<file path="src/tflr_pkg.sv">
package tflr_pkg;

    localparam int CFG_INDEX_W = 8;
    localparam int CFG_DATA_W  = 20;
    localparam int LINE_LEN_W  = 8;
    localparam int AGE_W       = 20;
    localparam int CHARS_W     = 48;
    localparam int FRAME_LEN   = 7;

    localparam logic [AGE_W-1:0] AGE_MAX = {AGE_W{1'b1}};

    localparam logic [LINE_LEN_W-1:0] MAX_LINE_RESET = 8'd50;
    localparam logic [AGE_W-1:0]      TIMEOUT_RESET  = 20'd30000;

    localparam logic [CFG_INDEX_W-1:0] REG_MAX_LINE = 8'd0;
    localparam logic [CFG_INDEX_W-1:0] REG_TIMEOUT  = 8'd1;

    localparam logic [7:0] CHAR_LF   = 8'h0A;
    localparam logic [7:0] CHAR_CR   = 8'h0D;
    localparam logic [7:0] CHAR_0    = 8'h30;
    localparam logic [7:0] CHAR_9    = 8'h39;
    localparam logic [7:0] CHAR_UC_A = 8'h41;
    localparam logic [7:0] CHAR_UC_Z = 8'h5A;
    localparam logic [7:0] CHAR_LC_A = 8'h61;
    localparam logic [7:0] CHAR_LC_Z = 8'h7A;

    typedef enum logic [2:0] {
        EV_NONE     = 3'd0,
        EV_DATE     = 3'd1,
        EV_TIME     = 3'd2,
        EV_CSUM     = 3'd3,
        EV_FORMAT   = 3'd4,
        EV_OVERFLOW = 3'd5,
        EV_TIMEOUT  = 3'd6
    } event_t;

    typedef struct packed {
        event_t             event_res;
        logic [CHARS_W-1:0] date_chars;
        logic [CHARS_W-1:0] time_chars;
        logic               time_valid;
        logic               data_fresh;
    } result_t;

endpackage

</file>
<file path="src/tflr_out_buf.sv">
module tflr_out_buf (
    input  logic              aclk,
    input  logic              aresetn,
    input  logic              in_valid,
    output logic              in_ready,
    input  tflr_pkg::result_t in_data,
    output logic              out_valid,
    input  logic              out_ready,
    output tflr_pkg::result_t out_data
);

    tflr_pkg::result_t main_reg;
    tflr_pkg::result_t skid_reg;
    logic              main_valid_reg;
    logic              skid_valid_reg;
    logic              push;
    logic              pop;

    assign in_ready  = !skid_valid_reg;
    assign out_valid = main_valid_reg;
    assign out_data  = main_reg;
    assign push      = in_valid && in_ready;
    assign pop       = main_valid_reg && out_ready;

    always_ff @(posedge aclk) begin
        if (!aresetn) begin
            main_valid_reg <= 1'b0;
            skid_valid_reg <= 1'b0;
        end else if (pop) begin
            if (skid_valid_reg) begin
                main_reg       <= skid_reg;
                skid_valid_reg <= 1'b0;
            end else if (push) begin
                main_reg <= in_data;
            end else begin
                main_valid_reg <= 1'b0;
            end
        end else if (push) begin
            if (!main_valid_reg) begin
                main_reg       <= in_data;
                main_valid_reg <= 1'b1;
            end else begin
                skid_reg       <= in_data;
                skid_valid_reg <= 1'b1;
            end
        end
    end

endmodule

</file>
<file path="src/time_frame_line_receiver_top.sv">
// Time frame line receiver. Each request is either a received byte (s_mode 0)
// or a one millisecond tick (s_mode 1), and gives exactly one result: an event
// code plus the stored date and time characters, the valid flag and the
// freshness flag, all as they stand after that request. A request is taken
// every cycle that s_ready is high, and its result is registered in a
// two-entry output buffer that lets two results wait before s_ready drops. The
// digit sum is kept running as bytes arrive, so a line is checked at CR or LF.
// cfg_index 0 writes max_line, 1 writes timeout_ticks; write only when idle.
module time_frame_line_receiver_top (
    input  logic                               aclk,
    input  logic                               aresetn,
    input  logic                               cfg_valid,
    output logic                               cfg_ready,
    input  logic [tflr_pkg::CFG_INDEX_W-1:0]   cfg_index,
    input  logic [tflr_pkg::CFG_DATA_W-1:0]    cfg_data,
    input  logic                               s_valid,
    output logic                               s_ready,
    input  logic                               s_mode,
    input  logic [7:0]                         s_rx_byte,
    output logic                               m_valid,
    input  logic                               m_ready,
    output logic [2:0]                         m_event_res,
    output logic [tflr_pkg::CHARS_W-1:0]       m_date_chars,
    output logic [tflr_pkg::CHARS_W-1:0]       m_time_chars,
    output logic                               m_time_valid,
    output logic                               m_data_fresh
);

    logic [tflr_pkg::LINE_LEN_W-1:0] max_line_reg;
    logic [tflr_pkg::AGE_W-1:0]      timeout_reg;

    logic [tflr_pkg::LINE_LEN_W-1:0] line_len_reg, line_len_next;
    logic [7:0]                      line_head_reg [tflr_pkg::FRAME_LEN];
    logic [3:0]                      sum_reg, sum_next;
    logic [tflr_pkg::CHARS_W-1:0]    date_reg, date_next;
    logic [tflr_pkg::CHARS_W-1:0]    time_reg, time_next;
    logic                            valid_reg, valid_next;
    logic                            date_seen_reg, date_seen_next;
    logic                            time_seen_reg, time_seen_next;
    logic [tflr_pkg::AGE_W-1:0]      age_reg, age_next;

    logic                            accept;
    logic                            head_we;
    logic                            is_digit;
    logic [3:0]                      sum_base;
    logic [4:0]                      sum_add;
    logic [tflr_pkg::LINE_LEN_W:0]   len_inc;
    logic [7:0]                      ck;
    logic [7:0]                      expect_uc;
    logic [7:0]                      expect_lc;
    logic [tflr_pkg::CHARS_W-1:0]    six_chars;
    tflr_pkg::event_t                ev;
    tflr_pkg::result_t               res;
    tflr_pkg::result_t               m_res;
    logic                            buf_ready;

    assign cfg_ready = 1'b1;
    assign s_ready   = buf_ready;
    assign accept    = s_valid && buf_ready;

    assign is_digit  = (s_rx_byte >= tflr_pkg::CHAR_0) && (s_rx_byte <= tflr_pkg::CHAR_9);
    assign sum_base  = (line_len_reg == '0) ? 4'd0 : sum_reg;
    assign sum_add   = {1'b0, sum_base} + (is_digit ? {1'b0, s_rx_byte[3:0]} : 5'd0);
    assign len_inc   = {1'b0, line_len_reg} + 9'd1;
    assign ck        = line_head_reg[6];
    assign expect_uc = tflr_pkg::CHAR_UC_A + {4'd0, sum_reg};
    assign expect_lc = tflr_pkg::CHAR_LC_A + {4'd0, sum_reg};
    assign six_chars = {line_head_reg[0], line_head_reg[1], line_head_reg[2],
                        line_head_reg[3], line_head_reg[4], line_head_reg[5]};

    always_comb begin
        line_len_next  = line_len_reg;
        sum_next       = sum_reg;
        date_next      = date_reg;
        time_next      = time_reg;
        valid_next     = valid_reg;
        date_seen_next = date_seen_reg;
        time_seen_next = time_seen_reg;
        age_next       = age_reg;
        head_we        = 1'b0;
        ev             = tflr_pkg::EV_NONE;
        if (s_mode) begin
            if (age_reg != tflr_pkg::AGE_MAX) begin
                age_next = age_reg + 20'd1;
            end
            if (valid_reg && (age_next > timeout_reg)) begin
                valid_next = 1'b0;
                ev         = tflr_pkg::EV_TIMEOUT;
            end
        end else if ((s_rx_byte == tflr_pkg::CHAR_LF) || (s_rx_byte == tflr_pkg::CHAR_CR)) begin
            if (line_len_reg != '0) begin
                line_len_next = '0;
                if (line_len_reg != 8'(tflr_pkg::FRAME_LEN)) begin
                    ev = tflr_pkg::EV_FORMAT;
                end else if ((ck >= tflr_pkg::CHAR_UC_A) && (ck <= tflr_pkg::CHAR_UC_Z)) begin
                    if (ck != expect_uc) begin
                        ev = tflr_pkg::EV_CSUM;
                    end else begin
                        date_next      = six_chars;
                        date_seen_next = 1'b1;
                        age_next       = '0;
                        ev             = tflr_pkg::EV_DATE;
                    end
                end else if ((ck >= tflr_pkg::CHAR_LC_A) && (ck <= tflr_pkg::CHAR_LC_Z)) begin
                    if (ck != expect_lc) begin
                        ev = tflr_pkg::EV_CSUM;
                    end else begin
                        time_next      = six_chars;
                        time_seen_next = 1'b1;
                        age_next       = '0;
                        valid_next     = 1'b1;
                        ev             = tflr_pkg::EV_TIME;
                    end
                end
            end
        end else begin
            head_we = (line_len_reg < 8'(tflr_pkg::FRAME_LEN));
            if (line_len_reg < 8'(tflr_pkg::FRAME_LEN - 1)) begin
                sum_next = (sum_add >= 5'd10) ? 4'(sum_add - 5'd10) : sum_add[3:0];
            end
            if (len_inc > {1'b0, max_line_reg}) begin
                line_len_next = '0;
                ev            = tflr_pkg::EV_OVERFLOW;
            end else begin
                line_len_next = len_inc[tflr_pkg::LINE_LEN_W-1:0];
            end
        end

        res.event_res  = ev;
        res.date_chars = date_next;
        res.time_chars = time_next;
        res.time_valid = valid_next;
        res.data_fresh = valid_next && (age_next < timeout_reg)
                         && date_seen_next && time_seen_next;
    end

    always_ff @(posedge aclk) begin
        if (!aresetn) begin
            max_line_reg  <= tflr_pkg::MAX_LINE_RESET;
            timeout_reg   <= tflr_pkg::TIMEOUT_RESET;
            line_len_reg  <= '0;
            sum_reg       <= '0;
            date_reg      <= '0;
            time_reg      <= '0;
            valid_reg     <= 1'b0;
            date_seen_reg <= 1'b0;
            time_seen_reg <= 1'b0;
            age_reg       <= '0;
        end else begin
            if (cfg_valid) begin
                case (cfg_index)
                    tflr_pkg::REG_MAX_LINE: max_line_reg <= cfg_data[tflr_pkg::LINE_LEN_W-1:0];
                    tflr_pkg::REG_TIMEOUT:  timeout_reg  <= cfg_data[tflr_pkg::AGE_W-1:0];
                    default: ;
                endcase
            end
            if (accept) begin
                line_len_reg  <= line_len_next;
                sum_reg       <= sum_next;
                date_reg      <= date_next;
                time_reg      <= time_next;
                valid_reg     <= valid_next;
                date_seen_reg <= date_seen_next;
                time_seen_reg <= time_seen_next;
                age_reg       <= age_next;
            end
        end
    end

    always_ff @(posedge aclk) begin
        if (accept && head_we) begin
            line_head_reg[line_len_reg[2:0]] <= s_rx_byte;
        end
    end

    tflr_out_buf u_out_buf (
        .aclk      (aclk),
        .aresetn   (aresetn),
        .in_valid  (s_valid),
        .in_ready  (buf_ready),
        .in_data   (res),
        .out_valid (m_valid),
        .out_ready (m_ready),
        .out_data  (m_res)
    );

    assign m_event_res  = m_res.event_res;
    assign m_date_chars = m_res.date_chars;
    assign m_time_chars = m_res.time_chars;
    assign m_time_valid = m_res.time_valid;
    assign m_data_fresh = m_res.data_fresh;

endmodule
</file>
<file path="config.mk">
export PLATFORM = sky130hd
export DESIGN_NAME = time_frame_line_receiver_top
export DESIGN_NICKNAME = d
export VERILOG_FILES = /design/src/tflr_pkg.sv /design/src/tflr_out_buf.sv /design/src/time_frame_line_receiver_top.sv
export SDC_FILE = /design/constraint.sdc
export NUM_CORES = 1
export LEC_CHECK = 0
export BUFFER_PORTS_ARGS = -buffer_cell sky130_fd_sc_hd__buf_2
export CORE_ASPECT_RATIO = 1.1
export CORE_MARGIN = 3
export CORE_UTILIZATION = 47
export DETAILED_ROUTE_END_ITERATION = 7
export PLACE_DENSITY = 0.62
export SLEW_MARGIN = 20
export SYNTH_ARGS = -nofsm -noshare
export SYNTH_HDL_FRONTEND = slang
export SYNTH_HIERARCHICAL = 1
export SYNTH_SLANG_ARGS = --single-unit
</file>
<file path="constraint.sdc">
create_clock -name aclk -period 16.32 [get_ports aclk]
set_input_delay 2.448 -clock aclk [delete_from_list [all_inputs] [get_ports aclk]]
set_output_delay 2.448 -clock aclk [all_outputs]
set_load 0.01 [all_outputs]
</file>
After elaboration in Yosys (flattened, before gate mapping)

Memory sizes are Yosys's and may differ from the RTL's.
Cells that the tools add are included.

RAM bits: 56
Logic and storage cells: 155
Register bits after elaboration: 363
Output and inout port bits: 104
Memories kept: 1

Memories:

| name          | words | width | read ports | clocked after Yosys merged registers in | wr ports | RTL line                           | source |
|---|---|---|---|---|---|---|---|
| line_head_reg | 7     | 8     | 7          | 0                                       | 1        | time_frame_line_receiver_top.sv:33 | `logic [7:0] line_head_reg [tflr_pkg::FRAME_LEN];` |

Muxes and demuxes: 73
Order comparisons: 12
Add/subtract/negate cells: 6
Equality and inequality tests: 11
Reduce and logical (&&, ||, !) cells: 26
Bitwise logic cells: 4

Operators by type and width:

| cell                  | number |
|---|---|
| $mux 48               | 13 |
| $mux 101              | 5 |
| $mux 20               | 10 |
| $mux 1                | 30 |
| $mux 8                | 3 |
| $mux 3                | 7 |
| $add 20x1->20 const B | 1 |
| $gt 20x20->1          | 1 |
| $lt 20x20->1          | 1 |
| $ne 20x20->1 const B  | 1 |
| $add 7x4->8 const A   | 2 |
| $eq 8x4->1 const B    | 2 |
| $ge 8x7->1 const B    | 2 |
| $le 8x7->1 const B    | 2 |
| $logic_not 8->1       | 2 |
| $lt 8x3->1 const B    | 2 |
| $ne 8x8->1            | 2 |
| $mux 4                | 3 |
| $reduce_and 4->1      | 3 |
| $logic_and 1x1->1     | 10 |
| $add 8x1->9 const B   | 1 |
| $gt 9x8->1            | 1 |
| $eq 8x1->1 const B    | 1 |
| $ge 8x6->1 const B    | 1 |
| other kinds (16)      | 26 |

Depth between registers and ports, before layout

Depth in word-level cells: 16
Mapped depth: 17
Gate-level depth less buffers: 15

Modules after synthesis

Netlist, hierarchy kept.

Modules (own cells, without submodules):

| module                       | instances | area each (sq um) | cells an instance |
|---|---|---|---|
| time_frame_line_receiver_top | 1         | 11551.1           | 1271 |
| tflr_out_buf                 | 1         | 7763.7            | 330 |

Worst setup path after synthesis

Ideal clock, no wire load.

Path type: input port to flip-flop
From: input m_ready
To: register u_out_buf/skid_reg[0] (netlist name) (enable)
Slack: 2511 ps
Library setup time: 849 ps
Path buffers: 0
Arrival: 12961 ps
Cell stages on the path: 1
Cell sequence: nor4b_1

Longest elaborated chain between the ends: 3

Ends and longest elaborated chain:

| what                       | RTL line                           | source |
|---|---|---|
| start, declared            | time_frame_line_receiver_top.sv:21 | `input logic m_ready,` |
| $logic_and 1x1->1          | tflr_out_buf.sv:23                 | `assign pop = main_valid_reg && out_ready;` |
| $not 1->1 (no line)        | --                                 |  |
| $reduce_and 4->1 (no line) | --                                 |  |
| end signal, assigned       | tflr_out_buf.sv:43                 | `skid_reg <= in_data;` |
| end, declared              | tflr_out_buf.sv:13                 | `tflr_pkg::result_t skid_reg;` |

No other way between the ends.
A chain may end at the register's enable or synchronous reset.

==> metrics.txt <==
HP Class=flop to flop; Root Buffer=clkbuf_16; drt total wl=45.6 mm; Num CTS Buffers=44; ANT nets after route=0; max-slew violations=0; Final period util=35.2%; CP cell instances=buf_2, nor4_1, and3_1, and4bb_1, a31oi_1, buf_4, a22o_1, ha_1, and3_1, nand3_1, nor4_1, o211a_1, a211oi_2, mux2_2; initial antenna violation count=1; drt pass-1 iters=5; Final Wtd Congestion=0.840; Final min period=5.74 ns; share of cells above drive strength 1=23.7%; clock sinks=419; WHS Endpoint=date_reg[18]; top cell family by delay on the critical path=simple AND/OR/NAND/NOR gates; crit end category=flop; Die Width=approximately 200 µm; WL/cell=20.2 µm; Slew Limit Headroom=29.1%; GRT Util Overall=approximately a fifth; Nets=between 1500 and 2000; drt drc=0; sum of buffers and inverters on the critical path=2; R2R Path End=u_out_buf/out_data[1]; Async SR Flop Fraction=0%; HP Start=date_reg[18]; Synth Register Bits=~420; total negative slack=0 ns; # resized after CTS=0; Mean Syn Cell Area=12.1 µm²; Worst path max stage delay=0.46 ns; first-pass GRT wire length=71.3 mm; startpoint types=primary input; Post-synth top cells=edfxtp_1, nand2_1, dfxtp_1, a21oi_1, mux2_4; clk slew on worst S/H paths=0.06 ns; Syn-to-layout area delta=12.2%; Die ar.=43600 µm²; TritonCTS clock tree=done; sequential share of the synthesized area=56.8%; Int Pwr=~1700 µW; CP max-delay cell=and4bb_1; CP arrival=just over 6 ns; core area=a little over 40000 µm²; register share of total power=52.7%; syn_nets=1700; Worst-Margin Slew=about 1.1 ns; PortBufs=144; Skew-Pair Late Insertion Delay=roughly 0.57 ns; Synth top area share=40.1%; RSZ-0062 raised after global routing=no; I/O Pins=about 150; dpl cells=2176; Worst R2R Setup Slack=11.86 ns; Setup Buffers After CTS=0; DR vias=12686; vias in the first global route=between 10000 and 15000; clk buf depth=3; Unique masters post-synth=72; num rows=77; count leader, synth=edfxtp_1; clk_skew=about 0.020 ns; P_sw=464 µW; mapped cell area=approximately 19000 µm²; Place WS=approximately 10 ns; number of synthesized flops with an enable pin=258; R2R Path Start=age_reg[0]; Worst Setup Path Type=primary input to flop; outcome=finished, final reports clean; initial core utilization=47.8%; Cells on Worst Hold Path=2; pin count of the biggest net entering global routing=75; diodes inserted=0; post-route setup slack=10.58 ns; final hold vios=0; DP HPWL=between 20 and 30 mm; Die Ht=about 220 µm; initial drt markers=829; cells after synthesis=1601; WP data required=approximately 17 ns; Switching Share=21.4%; total grt overflow=0; placed instance area=20300 µm²; area of the multi-input gates=7660 µm²; CP Max Fanout=21; max_cap viols=0; Final setup violation count=0; final instance area=21700 µm²; fmax=approximately 0.17 GHz; register area=~11000 µm²; H-tree Lvls=2; cts hold-fix bufs=0; Leak=0.00875 µW; Top FF cell, synth=edfxtp_1; Clk pwr share=43.9%; largest cells by area after synthesis=edfxtp_1, dfxtp_1, mux2_4; synth warn=6; Via-to-Cell Ratio=~5.6; fin cells=2257; area leader, netlist=edfxtp_1; VDD IR max=0.0000689 V; R2R cell count=15; power density over the cells=about 100 nW/µm²; # fillers=between 3000 and 4000; combinational share of power=3.4%
## stage by stage
| step | util [%] | hold slack (ns) | power [µW] |
|---|---|---|---|
| global route | 53.7 | 0.465 | 2240 |
| finish | 53.7 | 0.448 | 2160 |
| detailed placement | 50.3 | 0.440 | 1240 |
| floorplan | - | 0.428 | 1210 |
| CTS | 53.7 | 0.450 | 2190 |
| global placement | 50.3 | 0.434 | 1240 |
## worst max-delay path by stage
stage	from	to	cells past startpoint	slack [ns]
after global placement	s_rx_byte[4]	u_out_buf/out_data[0]	16	10.14
after CTS	s_rx_byte[4]	u_out_buf/out_data[0]	16	10.66
final	s_rx_byte[4]	u_out_buf/out_data[0]	14	10.58
after global routing	s_rx_byte[4]	u_out_buf/out_data[0]	16	10.32
after detailed placement	s_rx_byte[4]	u_out_buf/out_data[0]	16	10.09
after floorplan	m_ready	u_out_buf/skid_reg[0]	1	2.51
## power groups by stage
stage,Sequential [µW],Combinational (µW),Clock [µW]
global route,1140,79.2,1020
floorplan,1170,34.8,0
finish,1140,72.9,950
detailed placement,1160,73.2,0
CTS,1140,73.6,976
global placement,1160,72.7,0
## cells by family after synthesis
kind of cell | count (synthesis) | share of synthesized area, %
AOI/OAI and AO/OA | 299 | 8.93
xor gates and xnor gates | 26 | 1.18
adders and majority gates | 57 | 3.73
buffers and inverters | 150 | 3.83
DFF | 419 | 56.8
muxes | 240 | 15.5
other | 1 | 0.0194
and+or+nand+nor | 409 | 10.0
## placed cells by master (no fill, tap or decap), types with 9 or more instances in the layout
cell,instances
edfxtp_1,258
nand2_1,170
dfxtp_1,161
buf_2,144
a21oi_1,139
mux2_4,90
mux2_2,79
nor2_1,66
o21ai_0,65
nand3_1,64
ha_1,56
inv_1,50
clkbuf_16,44
mux2i_1,42
mux2_1,29
nand4_1,19
xnor2_1,19
o22ai_1,18
buf_4,17
clkbuf_1,15
and2_1,13
nor3_1,13
nor2b_1,10
nand2b_1,9
o21ai_1,9
o32ai_1,9
## worst min-delay path: stages, from the launching register on
cell	delay (ns)
dfxtp_1	0.30
nand2_1	0.05
a21oi_1	0.05
## routing by layer
metal / track usage (%) / part of all wire [%]
met4: 7.31 / 3.1
met3: 3.47 / 4.8
met1: 27.2 / 43
met5: 0 / 0.015
met2: 35.3 / 50
## final cells by class
type                    instances  area share, %
clock buffers                  62           5.53
inverters                      51          0.906
well taps                     513           2.96
multi-input cells            1032           35.3
clock inverters                19          0.722
repair buffers                161           3.91
flip-flops and latches        419           50.6
No activity file was read; power rests on OpenSTA's default activity.
